<file path="config.mk">
export PLATFORM = sky130hd
export DESIGN_NAME = half_shell_neighbor_cell_gen
export DESIGN_NICKNAME = d
export VERILOG_FILES = /design/src/hdl/hsn_pkg.sv /design/src/hdl/hsn_cfg.sv /design/src/hdl/hsn_seq.sv /design/src/hdl/hsn_dp.sv /design/src/hdl/half_shell_neighbor_cell_gen.sv
export SDC_FILE = /design/constraint.sdc
export NUM_CORES = 1
export LEC_CHECK = 0
export BUFFER_PORTS_ARGS = -buffer_cell sky130_fd_sc_hd__buf_2
export CAP_MARGIN = 20
export CORE_ASPECT_RATIO = 1.2
export CORE_UTILIZATION = 62
export DETAILED_ROUTE_END_ITERATION = 10
export PLACE_DENSITY = 0.83
export REMOVE_ABC_BUFFERS = 1
export SKIP_CTS_REPAIR_TIMING = 1
export SYNTH_ARGS = -nofsm -noshare
export SYNTH_HDL_FRONTEND = slang
export SYNTH_SLANG_ARGS = --single-unit
export TNS_END_PERCENT = 20
</file>
<file path="constraint.sdc">
create_clock -name clk -period 12.3 [get_ports clk]
set_input_delay 3.69 -clock clk [delete_from_list [all_inputs] [get_ports clk]]
set_output_delay 3.69 -clock clk [all_outputs]
set_load 0.005 [all_outputs]
</file>
<file path="src/hdl/hsn_pkg.sv">
// Package of the half-shell neighbor cell generator: widths, codes, microcode
// types, the control store and small arithmetic helpers. Depends on nothing.
package hsn_pkg;

    // Field and register widths
    localparam int GRID_W     = 7;
    localparam int CELL_W     = 6;
    localparam int PLANE_W    = 2;
    localparam int INDEX_W    = 18;
    localparam int CODE_W     = 5;
    localparam int REACH_W    = 2;
    localparam int OFF_W      = 3;
    localparam int SUM_W      = 9;
    localparam int NXY_W      = 2 * GRID_W;
    localparam int PROD_W     = NXY_W + GRID_W;
    localparam int STEP_W     = 3;
    localparam int S_TDATA_W  = 24;
    localparam int M_TDATA_W  = 24;
    localparam int CFG_ADDR_W = 4;
    localparam int CFG_DATA_W = 32;

    // Register indexes on the configuration port (word address)
    localparam logic [1:0] REG_GRID_X = 2'd0;
    localparam logic [1:0] REG_GRID_Y = 2'd1;
    localparam logic [1:0] REG_GRID_Z = 2'd2;

    // Periodic shift codes per axis
    localparam logic [1:0] SHIFT_NEG  = 2'd0;
    localparam logic [1:0] SHIFT_NONE = 2'd1;
    localparam logic [1:0] SHIFT_POS  = 2'd2;

    // Weights of the translate code
    localparam int AXIS_CODES  = 3;
    localparam int Z_CODE_STEP = 9;

    localparam logic [REACH_W-1:0] REACH_MIN = 2'd1;

    // Effective grid geometry
    typedef struct packed {
        logic [GRID_W-1:0]  nx;
        logic [GRID_W-1:0]  ny;
        logic [GRID_W-1:0]  nz;
        logic [REACH_W-1:0] rx;
        logic [REACH_W-1:0] ry;
        logic [REACH_W-1:0] rz;
    } geom_t;

    // One wrapped coordinate and its shift code
    typedef struct packed {
        logic [GRID_W-1:0] coord;
        logic [1:0]        shift;
    } wrap_t;

    // Microcode fields
    typedef enum logic [1:0] {MUL_NONE, MUL_NXY, MUL_ZBASE, MUL_YBASE} mul_op_t;
    typedef enum logic [1:0] {OFF_HOLD, OFF_HOME, OFF_PATCH} off_op_t;
    typedef enum logic [1:0] {OUT_NONE, OUT_CELL, OUT_BEYOND} out_op_t;
    typedef enum logic [2:0] {J_NEXT, J_GOTO, J_ACCEPT, J_PLANE, J_SENT} jmp_t;

    typedef logic [STEP_W-1:0] step_t;

    localparam step_t ST_IDLE   = 3'd0;
    localparam step_t ST_DECODE = 3'd1;
    localparam step_t ST_HOME   = 3'd2;
    localparam step_t ST_PATCH  = 3'd3;
    localparam step_t ST_ZBASE  = 3'd4;
    localparam step_t ST_YBASE  = 3'd5;
    localparam step_t ST_EMIT   = 3'd6;
    localparam step_t ST_BEYOND = 3'd7;

    typedef struct packed {
        logic    in_ready;
        mul_op_t mul_op;
        off_op_t off_op;
        out_op_t out_op;
        jmp_t    jmp;
        step_t   target;
    } ucode_t;

    // Datapath status seen by the sequencer
    typedef struct packed {
        logic accept;
        logic plane_zero;
        logic plane_in_reach;
        logic final_sent;
    } dp_status_t;

    // Control store: one word per step
    function automatic ucode_t ucode_rom(input step_t s);
        ucode_t w;
        w = '{in_ready: 1'b1, mul_op: MUL_NONE, off_op: OFF_HOLD, out_op: OUT_NONE,
              jmp: J_ACCEPT, target: ST_DECODE};
        unique case (s)
            ST_IDLE:   w = '{in_ready: 1'b1, mul_op: MUL_NONE, off_op: OFF_HOLD,
                             out_op: OUT_NONE, jmp: J_ACCEPT, target: ST_DECODE};
            ST_DECODE: w = '{in_ready: 1'b0, mul_op: MUL_NXY, off_op: OFF_HOLD,
                             out_op: OUT_NONE, jmp: J_PLANE, target: ST_IDLE};
            ST_HOME:   w = '{in_ready: 1'b0, mul_op: MUL_NONE, off_op: OFF_HOME,
                             out_op: OUT_NONE, jmp: J_GOTO, target: ST_ZBASE};
            ST_PATCH:  w = '{in_ready: 1'b0, mul_op: MUL_NONE, off_op: OFF_PATCH,
                             out_op: OUT_NONE, jmp: J_NEXT, target: ST_ZBASE};
            ST_ZBASE:  w = '{in_ready: 1'b0, mul_op: MUL_ZBASE, off_op: OFF_HOLD,
                             out_op: OUT_NONE, jmp: J_NEXT, target: ST_YBASE};
            ST_YBASE:  w = '{in_ready: 1'b0, mul_op: MUL_YBASE, off_op: OFF_HOLD,
                             out_op: OUT_NONE, jmp: J_NEXT, target: ST_EMIT};
            ST_EMIT:   w = '{in_ready: 1'b0, mul_op: MUL_NONE, off_op: OFF_HOLD,
                             out_op: OUT_CELL, jmp: J_SENT, target: ST_IDLE};
            ST_BEYOND: w = '{in_ready: 1'b0, mul_op: MUL_NONE, off_op: OFF_HOLD,
                             out_op: OUT_BEYOND, jmp: J_SENT, target: ST_IDLE};
            default:   w = '{in_ready: 1'b1, mul_op: MUL_NONE, off_op: OFF_HOLD,
                             out_op: OUT_NONE, jmp: J_ACCEPT, target: ST_DECODE};
        endcase
        return w;
    endfunction

    // Grid size as used: zero reads as one, clamp to the largest grid
    function automatic logic [GRID_W-1:0] eff_size(input logic [GRID_W-1:0] v,
                                                    input int max_grid);
        logic [GRID_W-1:0] n;
        n = v;
        if (v == '0)
            n = GRID_W'(1);
        else if (int'(v) > max_grid)
            n = GRID_W'(max_grid);
        return n;
    endfunction

    // Reach per axis, cut back on small grids
    function automatic logic [REACH_W-1:0] eff_reach(input logic [GRID_W-1:0] n,
                                                      input logic [REACH_W-1:0] max_off);
        logic [GRID_W:0]   half_up;
        logic [GRID_W-2:0] half;
        logic [REACH_W-1:0] r;
        half_up = ({1'b0, n} + (GRID_W+1)'(1)) >> 1;
        half    = n[GRID_W-1:1];
        r       = max_off;
        if (half_up <= (GRID_W+1)'(max_off)) begin
            if (half <= (GRID_W-1)'(2))
                r = REACH_MIN;
            else
                r = REACH_W'(half - (GRID_W-1)'(1));
        end
        return r;
    endfunction

    // Saturate a home coordinate below the grid size
    function automatic logic [CELL_W-1:0] sat_cell(input logic [CELL_W-1:0] c,
                                                    input logic [GRID_W-1:0] n);
        logic [CELL_W-1:0] r;
        r = c;
        if ({1'b0, c} >= n)
            r = CELL_W'(n - GRID_W'(1));
        return r;
    endfunction

    // Wrap a coordinate by at most one period
    function automatic wrap_t wrap1(input logic signed [SUM_W-1:0] c,
                                    input logic [GRID_W-1:0] n);
        wrap_t w;
        logic signed [SUM_W-1:0] ns;
        ns = $signed({{(SUM_W-GRID_W){1'b0}}, n});
        if (c < 0) begin
            w.coord = GRID_W'(c + ns);
            w.shift = SHIFT_NEG;
        end else if (c < ns) begin
            w.coord = GRID_W'(c);
            w.shift = SHIFT_NONE;
        end else begin
            w.coord = GRID_W'(c - ns);
            w.shift = SHIFT_POS;
        end
        return w;
    endfunction

endpackage

</file>
<file path="src/hdl/hsn_cfg.sv">
// Configuration registers of the half-shell neighbor block on an APB-style port,
// and the effective geometry derived from them. Depends on hsn_pkg.
module hsn_cfg #(
    parameter int MAX_GRID   = 64,
    parameter int MAX_OFFSET = 3
) (
    input  logic                             clk,
    input  logic                             rst_n,
    input  logic                             psel,
    input  logic                             penable,
    input  logic                             pwrite,
    input  logic [hsn_pkg::CFG_ADDR_W-1:0]   paddr,
    input  logic [hsn_pkg::CFG_DATA_W-1:0]   pwdata,
    output logic [hsn_pkg::CFG_DATA_W-1:0]   prdata,
    output hsn_pkg::geom_t                   geom
);

    logic [hsn_pkg::GRID_W-1:0] grid_x_reg, grid_y_reg, grid_z_reg;
    logic [hsn_pkg::GRID_W-1:0] grid_x_next, grid_y_next, grid_z_next;
    logic [1:0]                 reg_sel;
    logic                       wr_en;

    assign reg_sel = paddr[3:2];
    assign wr_en   = psel && penable && pwrite;

    // Decode writes
    always_comb
    begin
        grid_x_next = grid_x_reg;
        grid_y_next = grid_y_reg;
        grid_z_next = grid_z_reg;
        if (wr_en) begin
            unique case (reg_sel)
                hsn_pkg::REG_GRID_X: grid_x_next = pwdata[hsn_pkg::GRID_W-1:0];
                hsn_pkg::REG_GRID_Y: grid_y_next = pwdata[hsn_pkg::GRID_W-1:0];
                hsn_pkg::REG_GRID_Z: grid_z_next = pwdata[hsn_pkg::GRID_W-1:0];
                default: ;
            endcase
        end
    end

    always_ff @(posedge clk or negedge rst_n)
    begin
        if (!rst_n) begin
            grid_x_reg <= hsn_pkg::GRID_W'(1);
            grid_y_reg <= hsn_pkg::GRID_W'(1);
            grid_z_reg <= hsn_pkg::GRID_W'(1);
        end else begin
            grid_x_reg <= grid_x_next;
            grid_y_reg <= grid_y_next;
            grid_z_reg <= grid_z_next;
        end
    end

    // Read back
    always_comb
    begin
        unique case (reg_sel)
            hsn_pkg::REG_GRID_X: prdata = hsn_pkg::CFG_DATA_W'(grid_x_reg);
            hsn_pkg::REG_GRID_Y: prdata = hsn_pkg::CFG_DATA_W'(grid_y_reg);
            hsn_pkg::REG_GRID_Z: prdata = hsn_pkg::CFG_DATA_W'(grid_z_reg);
            default:             prdata = '0;
        endcase
    end

    // Effective sizes and reaches
    always_comb
    begin
        geom.nx = hsn_pkg::eff_size(grid_x_reg, MAX_GRID);
        geom.ny = hsn_pkg::eff_size(grid_y_reg, MAX_GRID);
        geom.nz = hsn_pkg::eff_size(grid_z_reg, MAX_GRID);
        geom.rx = hsn_pkg::eff_reach(geom.nx, hsn_pkg::REACH_W'(MAX_OFFSET));
        geom.ry = hsn_pkg::eff_reach(geom.ny, hsn_pkg::REACH_W'(MAX_OFFSET));
        geom.rz = hsn_pkg::eff_reach(geom.nz, hsn_pkg::REACH_W'(MAX_OFFSET));
    end

endmodule

</file>
<file path="src/hdl/hsn_seq.sv">
// Microcode sequencer of the half-shell neighbor block: step counter, control
// store lookup and conditional jumps. Depends on hsn_pkg.
module hsn_seq (
    input  logic                clk,
    input  logic                rst_n,
    input  hsn_pkg::dp_status_t status,
    output hsn_pkg::ucode_t     uc
);

    hsn_pkg::step_t step_reg, step_next;

    assign uc = hsn_pkg::ucode_rom(step_reg);

    // Pick the next step
    always_comb
    begin
        unique case (uc.jmp)
            hsn_pkg::J_NEXT:   step_next = step_reg + hsn_pkg::STEP_W'(1);
            hsn_pkg::J_GOTO:   step_next = uc.target;
            hsn_pkg::J_ACCEPT: step_next = status.accept ? uc.target : step_reg;
            hsn_pkg::J_PLANE:
            begin
                if (status.plane_zero)
                    step_next = hsn_pkg::ST_HOME;
                else if (status.plane_in_reach)
                    step_next = hsn_pkg::ST_PATCH;
                else
                    step_next = hsn_pkg::ST_BEYOND;
            end
            hsn_pkg::J_SENT:   step_next = status.final_sent ? uc.target : step_reg;
            default:           step_next = hsn_pkg::ST_IDLE;
        endcase
    end

    always_ff @(posedge clk or negedge rst_n)
    begin
        if (!rst_n)
            step_reg <= hsn_pkg::ST_IDLE;
        else
            step_reg <= step_next;
    end

endmodule

</file>
<file path="src/hdl/hsn_dp.sv">
// Datapath of the half-shell neighbor block: input latch, offset counters,
// shared multiplier, index assembly and output register. Depends on hsn_pkg.
module hsn_dp (
    input  logic                            clk,
    input  logic                            rst_n,
    input  hsn_pkg::geom_t                  geom,
    input  hsn_pkg::ucode_t                 uc,
    input  logic                            s_tvalid,
    input  logic [hsn_pkg::S_TDATA_W-1:0]   s_tdata,
    input  logic                            m_tready,
    output hsn_pkg::dp_status_t             status,
    output logic                            m_tvalid,
    output logic [hsn_pkg::M_TDATA_W-1:0]   m_tdata,
    output logic                            m_tuser,
    output logic                            m_tlast
);

    localparam int CW = hsn_pkg::CELL_W;
    localparam int GW = hsn_pkg::GRID_W;
    localparam int SW = hsn_pkg::SUM_W;
    localparam int OW = hsn_pkg::OFF_W;
    localparam int IW = hsn_pkg::INDEX_W;

    // Home cell and plane
    logic [CW-1:0] cx_reg, cy_reg, cz_reg, cx_next, cy_next, cz_next;
    logic [hsn_pkg::PLANE_W-1:0] plane_reg, plane_next;
    // Running offsets
    logic signed [OW-1:0] dx_reg, dy_reg, dx_next, dy_next;
    logic [hsn_pkg::PLANE_W-1:0] dz_reg, dz_next;
    // Bases from the shared multiplier
    logic [hsn_pkg::NXY_W-1:0] nxy_reg, nxy_next, ybase_reg, ybase_next;
    logic [IW-1:0]             zbase_reg, zbase_next;
    // Output register
    logic                        m_tvalid_reg, m_tvalid_next;
    logic [IW-1:0]               index_reg, index_next;
    logic [hsn_pkg::CODE_W-1:0]  code_reg, code_next;
    logic                        vres_reg, vres_next;
    logic                        last_reg, last_next;

    logic                        accept, slot_free, x_end, y_end, emit;
    logic signed [SW-1:0]        sx, sy, sy_up, sz;
    hsn_pkg::wrap_t              wx, wy, wy_up, wz;
    logic [hsn_pkg::NXY_W-1:0]   mul_a;
    logic [GW-1:0]               mul_b;
    logic [hsn_pkg::PROD_W-1:0]  prod;
    logic [hsn_pkg::CODE_W-1:0]  cell_code;
    logic [IW-1:0]               cell_index;
    logic signed [OW-1:0]        neg_rx, neg_ry;

    assign accept    = s_tvalid && uc.in_ready;
    assign slot_free = !m_tvalid_reg || m_tready;
    assign neg_rx    = OW'(0) - $signed({1'b0, geom.rx});
    assign neg_ry    = OW'(0) - $signed({1'b0, geom.ry});
    assign x_end     = (dx_reg == $signed({1'b0, geom.rx}));
    assign y_end     = (dy_reg == $signed({1'b0, geom.ry}));
    assign emit      = (uc.out_op == hsn_pkg::OUT_CELL) && slot_free;

    // Wrapped coordinates of the current neighbor and of the next row
    always_comb
    begin
        sx    = $signed({{(SW-CW){1'b0}}, cx_reg}) + SW'(dx_reg);
        sy    = $signed({{(SW-CW){1'b0}}, cy_reg}) + SW'(dy_reg);
        sy_up = sy + SW'(1);
        sz    = $signed({{(SW-CW){1'b0}}, cz_reg})
                + $signed({{(SW-hsn_pkg::PLANE_W){1'b0}}, dz_reg});
        wx    = hsn_pkg::wrap1(sx, geom.nx);
        wy    = hsn_pkg::wrap1(sy, geom.ny);
        wy_up = hsn_pkg::wrap1(sy_up, geom.ny);
        wz    = hsn_pkg::wrap1(sz, geom.nz);
    end

    // Translate code and linear index
    always_comb
    begin
        cell_code  = ((wz.shift == hsn_pkg::SHIFT_POS)
                        ? hsn_pkg::CODE_W'(hsn_pkg::Z_CODE_STEP) : '0)
                     + hsn_pkg::CODE_W'(wy.shift * hsn_pkg::AXIS_CODES)
                     + hsn_pkg::CODE_W'(wx.shift);
        cell_index = zbase_reg + IW'(ybase_reg) + IW'(wx.coord);
    end

    // Shared multiplier: operands chosen by the control word
    always_comb
    begin
        unique case (uc.mul_op)
            hsn_pkg::MUL_NXY:
            begin
                mul_a = hsn_pkg::NXY_W'(geom.nx);
                mul_b = geom.ny;
            end
            hsn_pkg::MUL_ZBASE:
            begin
                mul_a = nxy_reg;
                mul_b = wz.coord;
            end
            hsn_pkg::MUL_YBASE:
            begin
                mul_a = hsn_pkg::NXY_W'(geom.nx);
                mul_b = wy.coord;
            end
            default:
            begin
                mul_a = '0;
                mul_b = '0;
            end
        endcase
        prod = hsn_pkg::PROD_W'(mul_a) * hsn_pkg::PROD_W'(mul_b);
    end

    // Status to the sequencer
    always_comb
    begin
        status.accept         = accept;
        status.plane_zero     = (plane_reg == '0);
        status.plane_in_reach = (plane_reg <= geom.rz);
        status.final_sent     = slot_free
                                && ((uc.out_op == hsn_pkg::OUT_BEYOND)
                                    || ((uc.out_op == hsn_pkg::OUT_CELL) && x_end && y_end));
    end

    // Next values of the working registers
    always_comb
    begin
        cx_next    = cx_reg;
        cy_next    = cy_reg;
        cz_next    = cz_reg;
        plane_next = plane_reg;
        dx_next    = dx_reg;
        dy_next    = dy_reg;
        dz_next    = dz_reg;
        nxy_next   = nxy_reg;
        zbase_next = zbase_reg;
        ybase_next = ybase_reg;

        // Latch the home cell, saturated into the grid
        if (accept) begin
            cx_next    = hsn_pkg::sat_cell(s_tdata[CW-1:0], geom.nx);
            cy_next    = hsn_pkg::sat_cell(s_tdata[2*CW-1:CW], geom.ny);
            cz_next    = hsn_pkg::sat_cell(s_tdata[3*CW-1:2*CW], geom.nz);
            plane_next = s_tdata[3*CW+hsn_pkg::PLANE_W-1:3*CW];
        end

        // Load the offsets at the start of a plane
        case (uc.off_op)
            hsn_pkg::OFF_HOME:
            begin
                dx_next = '0;
                dy_next = '0;
                dz_next = '0;
            end
            hsn_pkg::OFF_PATCH:
            begin
                dx_next = neg_rx;
                dy_next = neg_ry;
                dz_next = plane_reg;
            end
            default: ;
        endcase

        // Capture the multiplier result
        case (uc.mul_op)
            hsn_pkg::MUL_NXY:   nxy_next   = prod[hsn_pkg::NXY_W-1:0];
            hsn_pkg::MUL_ZBASE: zbase_next = prod[IW-1:0];
            hsn_pkg::MUL_YBASE: ybase_next = prod[hsn_pkg::NXY_W-1:0];
            default: ;
        endcase

        // Advance x, then the row; the row base steps by nx or wraps to zero
        if (emit) begin
            if (!x_end) begin
                dx_next = dx_reg + OW'(1);
            end else begin
                dx_next    = neg_rx;
                dy_next    = dy_reg + OW'(1);
                ybase_next = (wy_up.coord == '0) ? '0
                             : ybase_reg + hsn_pkg::NXY_W'(geom.nx);
            end
        end
    end

    // Output register
    always_comb
    begin
        m_tvalid_next = m_tvalid_reg;
        index_next    = index_reg;
        code_next     = code_reg;
        vres_next     = vres_reg;
        last_next     = last_reg;
        if (slot_free && (uc.out_op == hsn_pkg::OUT_CELL)) begin
            m_tvalid_next = 1'b1;
            index_next    = cell_index;
            code_next     = cell_code;
            vres_next     = 1'b1;
            last_next     = x_end && y_end;
        end else if (slot_free && (uc.out_op == hsn_pkg::OUT_BEYOND)) begin
            m_tvalid_next = 1'b1;
            index_next    = '0;
            code_next     = '0;
            vres_next     = 1'b0;
            last_next     = 1'b1;
        end else if (m_tready) begin
            m_tvalid_next = 1'b0;
        end
    end

    always_ff @(posedge clk or negedge rst_n)
    begin
        if (!rst_n)
            m_tvalid_reg <= 1'b0;
        else
            m_tvalid_reg <= m_tvalid_next;
    end

    // Payload registers, no reset
    always_ff @(posedge clk)
    begin
        cx_reg    <= cx_next;
        cy_reg    <= cy_next;
        cz_reg    <= cz_next;
        plane_reg <= plane_next;
        dx_reg    <= dx_next;
        dy_reg    <= dy_next;
        dz_reg    <= dz_next;
        nxy_reg   <= nxy_next;
        zbase_reg <= zbase_next;
        ybase_reg <= ybase_next;
        index_reg <= index_next;
        code_reg  <= code_next;
        vres_reg  <= vres_next;
        last_reg  <= last_next;
    end

    assign m_tvalid = m_tvalid_reg;
    assign m_tdata  = hsn_pkg::M_TDATA_W'({code_reg, index_reg});
    assign m_tuser  = vres_reg;
    assign m_tlast  = last_reg;

endmodule

</file>
<file path="src/hdl/half_shell_neighbor_cell_gen.sv">
// Top level of the half-shell neighbor cell generator: configuration port,
// microcode sequencer and datapath. Depends on hsn_pkg, hsn_cfg, hsn_seq, hsn_dp.
//
//   Port group   Direction  Carries
//   ----------   ---------  ---------------------------------------------------
//   s_t*         in         home cell and plane, one word per item
//   m_t*         out        neighbor index, translate code, valid flag, last
//   p*           in/out     grid_x / grid_y / grid_z at 0x0 / 0x4 / 0x8
//
// An item runs through setup steps (accept, decode, offset load, two base
// products on the one shared multiplier), then the emit step sends the results
// of the plane one after another; a plane beyond the z reach gives one empty result.
// Reset clears the step counter, output valid and the grid registers to 1.
// A low m_tready holds the emit step; s_tready is high only in the idle step.
module half_shell_neighbor_cell_gen #(
    parameter int MAX_GRID   = 64,
    parameter int MAX_OFFSET = 3
) (
    input  logic                             clk,
    input  logic                             rst_n,
    // configuration
    input  logic                             psel,
    input  logic                             penable,
    input  logic                             pwrite,
    input  logic [hsn_pkg::CFG_ADDR_W-1:0]   paddr,
    input  logic [hsn_pkg::CFG_DATA_W-1:0]   pwdata,
    output logic [hsn_pkg::CFG_DATA_W-1:0]   prdata,
    output logic                             pready,
    // input items
    input  logic                             s_tvalid,
    output logic                             s_tready,
    // cell_x[5:0], cell_y[11:6], cell_z[17:12], plane[19:18], zero fill
    input  logic [hsn_pkg::S_TDATA_W-1:0]    s_tdata,
    // results
    output logic                             m_tvalid,
    input  logic                             m_tready,
    // neighbor_index[17:0], translate_code[22:18], zero fill
    output logic [hsn_pkg::M_TDATA_W-1:0]    m_tdata,
    // valid_res[0]
    output logic                             m_tuser,
    output logic                             m_tlast
);

    hsn_pkg::geom_t      geom;
    hsn_pkg::ucode_t     uc;
    hsn_pkg::dp_status_t status;

    assign pready   = 1'b1;
    assign s_tready = uc.in_ready;

    hsn_cfg #(
        .MAX_GRID   (MAX_GRID),
        .MAX_OFFSET (MAX_OFFSET)
    ) u_cfg (
        .clk     (clk),
        .rst_n   (rst_n),
        .psel    (psel),
        .penable (penable),
        .pwrite  (pwrite),
        .paddr   (paddr),
        .pwdata  (pwdata),
        .prdata  (prdata),
        .geom    (geom)
    );

    hsn_seq u_seq (
        .clk    (clk),
        .rst_n  (rst_n),
        .status (status),
        .uc     (uc)
    );

    hsn_dp u_dp (
        .clk      (clk),
        .rst_n    (rst_n),
        .geom     (geom),
        .uc       (uc),
        .s_tvalid (s_tvalid),
        .s_tdata  (s_tdata),
        .m_tready (m_tready),
        .status   (status),
        .m_tvalid (m_tvalid),
        .m_tdata  (m_tdata),
        .m_tuser  (m_tuser),
        .m_tlast  (m_tlast)
    );

endmodule

</file>
# After elaboration in Yosys (flattened, before gate mapping)
# Memory sizes are Yosys's and may differ from the RTL's.
# Cells that the tools add are included.
[classes] n_addsub=31 multipliers=2 n_lt_le_gt_ge=21 n_eq_ne=18 n_mux=52 n_reduce_logical=28
[ops] op="$mux 9" n=8
[ops] op="$mux 14" n=4
[ops] op="$mux 7" n=6
[ops] op="$pmux 7 s3" n=2
[ops] op="$mux 18" n=2
[ops] op="$add 7x7->7" n=4
[ops] op="$logic_not 7->1" n=4
[ops] op="$pmux 14 s2" n=1
[ops] op="$sub 7x7->7" n=4
[ops] op="$add 7x1->8 const B" n=3
[ops] op="$mux 3" n=8
[ops] op="$ge 6x7->1" n=3
[ops] op="$gt 7x7->1 const B" n=3
[ops] op="$le 7x2->1 const B" n=3
[ops] op="$add 18x14->18" n=1
[ops] op="$add 18x7->18" n=1
[ops] op="$le 6x2->1 const B" n=3
[ops] op="$lt 9x1->1 const B" n=2
[ops] op="$mul 14x7->18" n=1
[ops] op="$mux 6" n=3
[ops] op="$sub 6x1->6 const B" n=3
[ops] op="$add 7x3->8" n=2
[ops] op="$lt 8x1->1 const B" n=2
[ops] op="$lt 8x8->1" n=2
[ops] op="other kinds (36)" n=77
[totals] ff_bits=124 mem_bits_ro=104 inputBits=67 output_inout_bits=61 word_cells=172 mem_count=1
[memory_table] name="(no name shown)" depth=8 word_bits=13 rd=1 rd_ports_with_merged_regs=0 wr=0 line_no="hsn_pkg.sv:93" rtl="unique case (s)"

# Depth between registers and ports, before layout
[logic_depth] depth_word=13 mapped_depth=39 ltp_nobuf=38

# Modules after synthesis
# From an unflattened synthesis, not the netlist that was laid out.
[hier_totals] hier_cells=1533 area_unflattened_um2=14116.0
[by_module_without_submodules] mod="hsn_dp" instances=1 cells_each=1314 area_each_um2=11994.0 seq_area_each_um2=2817.7
[by_module_without_submodules] mod="hsn_cfg" instances=1 cells_each=175 area_each_um2=1694.1 seq_area_each_um2=529.3
[by_module_without_submodules] mod="hsn_seq" instances=1 cells_each=42 area_each_um2=416.6 seq_area_each_um2=75.1
[by_module_without_submodules] mod="half_shell_neighbor_cell_gen" instances=1 cells_each=2 area_each_um2=11.3 seq_area_each_um2=0.0

# Worst setup path after synthesis
# OpenSTA, ideal clock, no wires.
[synth_path] path_kind="register -> register" from="register u_cfg.grid_y_reg[3] (netlist name)" to="register u_dp.zbase_reg[16] (data pin)" setup_ns=0.258 t_arrival_ns=8.501 setup_slack_ns=3.541 stages_incl_launch_ff=38 cell_sequence="dfrtp_1 nor3_1 a21oi_1 nor2_1 ha_1 inv_1 fa_1 a21o_1 a21oi_1 o21bai_1 a21oi_1 nor2b_1 or3_1 ha_1 clkbuf_1 inv_1 and3_1 a221o_1 [2 not listed] o31ai_2 clkbuf_1 nor2b_1 fa_1 fa_1 fa_1 inv_1 fa_1 inv_1 ha_1 o21a_1 a2111oi_0 o31ai_1 a21o_1 a21o_1 a21o_1 a21oi_1 xnor2_1"
[synth_via] elab_chain_cells=8
[synth_lines] item="start, declared" line_no="hsn_cfg.sv:18" rtl="logic [hsn_pkg::GRID_W-1:0] grid_x_reg, grid_y_reg, grid_z_reg;"
[synth_lines] item="start signal, assigned" line_no="hsn_cfg.sv:46" rtl="grid_y_reg <= hsn_pkg::GRID_W'(1);"
[synth_lines] item="start signal, assigned" line_no="hsn_cfg.sv:50" rtl="grid_y_reg <= grid_y_next;"
[synth_lines] item="$gt 7x7->1" line_no="hsn_pkg.sv:123" rtl="else if (int'(v) > max_grid)"
[synth_lines] item="$mux 7" line_no="hsn_pkg.sv:123"
[synth_lines] item="$mux 7 (*)" line_no="hsn_pkg.sv:121" rtl="if (v == '0)"
[synth_lines] item="$sub 7x7->7 or $lt 8x8->1 (tied branches)" line_no="hsn_pkg.sv:169, hsn_pkg.sv:165"
[synth_lines] item="$mux 9" line_no="hsn_pkg.sv:165" rtl="end else if (c < ns) begin"
[synth_lines] item="$mux 9" line_no="hsn_pkg.sv:162" rtl="if (c < 0) begin"
[synth_lines] item="$pmux 7 s3 (*)" line_no="hsn_dp.sv:85" rtl="unique case (uc.mul_op)"
[synth_lines] item="$mul 14x7->18 (*)" line_no="hsn_dp.sv:107" rtl="prod = hsn_pkg::PROD_W'(mul_a) * hsn_pkg::PROD_W'(mul_b);"
[synth_lines] item="net u_dp.prod, one bit" line_no="hsn_dp.sv:45" rtl="logic [hsn_pkg::PROD_W-1:0] prod;"
[synth_lines] item="end signal, assigned" line_no="hsn_dp.sv:225" rtl="zbase_reg <= zbase_next;"
[synth_lines] item="end, declared" line_no="hsn_dp.sv:32" rtl="logic [IW-1:0] zbase_reg, zbase_next;"
# Mark *: on every way through the listed nets, which the timed path passes. The rest lies on a longest branch.
# A chain may end at the register's enable or synchronous reset.

# Worst setup path in the final report
[layout_path] from="register u_cfg.grid_y_reg[2] (netlist name)" to="register u_dp.zbase_reg[16] (data pin)"
# The elaborated chain is that of the path after synthesis.

==> summary.log <==
INFO  finish         area_added_between_synthesis_and_finish=7.954%
INFO  floorplanning  design.die.area=0.02303sqmm
INFO  power_and_ir_drop total_leakage_power=0.006855uW
INFO  finish         fillerInstances=1612
INFO  sta            rsz_0062_raised_after_global_routing=false
INFO  status         violated_checks=DRC
INFO  sta            timing.max_slew.rel_slack=0.2503
INFO  finish         finalNetCount=1881
INFO  yosys          asyncSetResetFlopFracSynth=0.2016
INFO  yosys          synth.area.top_cells=sky130_fd_sc_hd__edfxtp_1, sky130_fd_sc_hd__ha_1, sky130_fd_sc_hd__fa_1
INFO  setup_path     timing.critical_path.required=12.49ns
INFO  drt            detailroute.wirelength.met3=2007um
INFO  hold_path      hp-class=reg2reg
INFO  grt            number_of_antenna_violations_at_the_first_check_in_global_routing=0
INFO  sta            timing_hold_violations_final=0
INFO  sta            whs=0.4479ns
INFO  setup_path     crit_slowest_cell=sky130_fd_sc_hd__a2111oi_0
INFO  finish         final_layout_size_suffix_gt1_frac=0.1177
INFO  clock_tree     cts-root-to-sink-buffers=2
INFO  finish         multi_input_comb_area=0.009612sqmm
INFO  drt            top_layer_used=met4
INFO  placement      gp_routability_congestion=0.9721
INFO  floorplanning  std_cell_rows=59
INFO  clock_tree     htree_levels=4
INFO  sta            fin_setup_tns=0ns
INFO  sta            max_freq=94.92MHz
INFO  sta            max_slew.worst_pin.slew=1.125ns
INFO  yosys          count_of_yosys_warnings_during_synthesis=0
INFO  grt            grt_pass1_vias=11290
INFO  job            max_cap_viol_count=0
INFO  yosys          netlist_area=0.01390sqmm
INFO  grt            wire_length_of_the_first_global_routing_pass=53850um
INFO  drt            detail_route.first_pass.iterations=9
INFO  sta            finalCriticalPeriod=10.53ns
INFO  yosys          yosysTopAreaCellShare=0.1749
INFO  setup_path     critPathKind=reg2reg
INFO  clock_tree     clkLatencyLatePin=0.44ns
INFO  drt            vias=11230
INFO  setup_path     timing.critical_path.mode_cell=sky130_fd_sc_hd__fa_1
INFO  yosys          postSynthRegisterBits=124
INFO  setup_path     critical-path-max-stage-delay=0.83ns
INFO  placement      io_buf_count=69
INFO  drt            dr.first_iter.drc_count=859
INFO  sta            timing.final.setup_violations=0
INFO  power_and_ir_drop ir_drop=0.1417mV
INFO  sta            fin_crit_sh=0.8565
INFO  drt            routed-wl-met2=16410um
INFO  setup_path     crit_start=u_cfg.grid_y_reg[2]
INFO  setup_path     worst_path_max_fanout=14
INFO  setup_path     timing.critical_path.from_type=flop
INFO  drt            wl_per_cell=17.69um
INFO  setup_path     cp_data_arrival_time=10.73ns
INFO  sta            timing_max_transition_violations_final=0
INFO  grt            grt_max_degree=51
INFO  drt            drcViolationCount=14
INFO  yosys          netlist_top_cells_count=sky130_fd_sc_hd__ha_1, sky130_fd_sc_hd__inv_1, sky130_fd_sc_hd__nor2_1
INFO  setup_path     worstSetupEndpointType=flop
INFO  sta            fin_skew=0.01419ns
INFO  drt            length_of_routed_wiring_on_met1=12830um
INFO  yosys          sequential_area_share_after_synthesis=0.2461
INFO  yosys          synthMostInstantiatedCell=sky130_fd_sc_hd__ha_1
INFO  setup_path     regToRegStartpoint=u_cfg.grid_y_reg[2]
INFO  placement      hpwl_dp=24830um
INFO  grt            total_grt_usage=0.2941
INFO  clock_tree     clkSlewWorstSetupHoldPaths=0.07ns
INFO  clock_tree     cts_num_sinks=124
INFO  drt            post_detailed_route_count_of_antenna_violating_nets=0
INFO  floorplanning  die_width=138.7um
INFO  setup_path     worstPathBufferInverterCount=4
INFO  yosys          synth.lib_cells_used.distinct=92
INFO  finish         final-seq-area=0.003422sqmm
INFO  clock_tree     tritoncts_clock_tree=done
INFO  yosys          synthesized_area_per_cell=9.270squm
INFO  clock_tree     clk_root_buffer_cell=sky130_fd_sc_hd__clkbuf_16
INFO  floorplanning  effective_utilization_at_floorplan=0.6363
INFO  yosys          dominantRegCellSynth=sky130_fd_sc_hd__edfxtp_1
INFO  drt            routed_wl=32660um
INFO  floorplanning  pin_count=128
INFO  floorplanning  die_span_in_y=166.1um
INFO  hold_path      timing.hold.worst.start=u_dp.m_tuser
INFO  status         run_status=finished, violations left
INFO  power_and_ir_drop power-per-cell-area=305.5mW/mm^2
INFO  yosys          netlist_instances=1500
INFO  yosys          synthDominantAreaCellType=sky130_fd_sc_hd__edfxtp_1
INFO  clock_tree     cts_inserted_buffers=17
INFO  yosys          synth_enable_flop_cells=81
INFO  floorplanning  core_area=0.02185sqmm
INFO  grt            grt.overflow.total=0
INFO  drt            detail_route.vias_per_cell=6.086
INFO  setup_path     critical_path.top_delay_family=compound AO/OA/AOI/OAI gates
INFO  finish         insertedDiodeCount=0
placed cells by master (no fill, tap or decap), types with 22 or more instances in the layout:
| cell | Yosys | final |
|---|---|---|
| sky130_fd_sc_hd__mux2_2 | 36 | 36 |
| sky130_fd_sc_hd__buf_2 | 9 | 69 |
| sky130_fd_sc_hd__xor2_1 | 37 | 37 |
| sky130_fd_sc_hd__nand2_1 | 110 | 110 |
| sky130_fd_sc_hd__inv_1 | 163 | 163 |
| sky130_fd_sc_hd__a21o_1 | 24 | 24 |
| sky130_fd_sc_hd__edfxtp_1 | 81 | 81 |
| sky130_fd_sc_hd__conb_1 | 2 | 27 |
| sky130_fd_sc_hd__mux2i_1 | 32 | 32 |
| sky130_fd_sc_hd__a21oi_1 | 74 | 74 |
| sky130_fd_sc_hd__nor2_1 | 131 | 130 |
| sky130_fd_sc_hd__dfrtp_1 | 22 | 22 |
| sky130_fd_sc_hd__nand3_1 | 36 | 36 |
| sky130_fd_sc_hd__o21ai_0 | 48 | 48 |
| sky130_fd_sc_hd__ha_1 | 177 | 177 |
| sky130_fd_sc_hd__fa_1 | 78 | 78 |
| sky130_fd_sc_hd__nand2b_1 | 24 | 24 |
| sky130_fd_sc_hd__nor2b_1 | 32 | 31 |
| sky130_fd_sc_hd__nor3_1 | 25 | 25 |
| sky130_fd_sc_hd__xnor2_1 | 45 | 45 |
report_power, final:
group	internal (uW)	switching, uW
Sequential	623	137
Combinational	1350	1950
Clock	326	201
final timing paths:
kind,to,slack [ns],cells after the start
setup / recovery,u_dp.zbase_reg[16],1.77,35
hold / removal,u_dp.m_tuser,0.45,2
setup reg to reg,u_dp.zbase_reg[16],1.77,35
hold reg to reg,u_dp.m_tuser,0.45,2
max in group asynchronous,u_cfg.grid_z_reg[0],8.68,1
min in group asynchronous,u_cfg.grid_z_reg[1],3.24,1
layout make-up:
cell class	instances	area share
Clock buffer	24	0.03576
Clock inverter	8	0.005085
Inverter	164	0.04101
Multi-Input combinational cell	1175	0.6403
Sequential cell	124	0.2280
Tap cell	274	0.02284
Timing Repair Buffer	77	0.02701
per-layer routing:
layer | track usage | vias to the layer above
met2 | 0.5277 | 438
met5 | 0 | -
met4 | 0.1493 | 0
li1 | - | 5304
met1 | 0.3355 | 5387
met3 | 0.05248 | 105
worst reg2reg max path: cells and delay by family, from the launching register on:
family          cells  cell delay (ns)
flops               1             0.46
buf+inv             4             0.34
simple gates        8             2.13
fa+ha+maj           8             3.51
compound gates     14             3.76
xor+xnor            1             0.08
per-stage QoR:
stage / total power [uW] / cell area (sq um) / worst slack (ns) / instances / util
after floorplan: 3257 / 13640 / 3.606 / 1463 / -
after global routing: 5028 / 15010 / 1.211 / 1846 / 0.6870
after detailed placement: 3991 / 14400 / 2.022 / 1814 / 0.6589
final: 4586 / 15010 / 1.765 / 1846 / 0.6870
after global placement: 3859 / 14400 / 2.122 / 1814 / 0.6589
after CTS: 4554 / 15010 / 1.833 / 1846 / 0.6870
cell families (layout without fill, tap and decap cells):
group	count (synthesis)	in the layout	synth area share
fa+ha+maj	255	255	0.2716
simple gates	446	446	0.1594
compound gates	296	296	0.1477
other cells	2	27	0.0005401
buf+inv	226	273	0.07010
xor+xnor	82	82	0.05165
mux	69	69	0.05300
flops	124	124	0.2461
(Power assumes the default switching activity.)
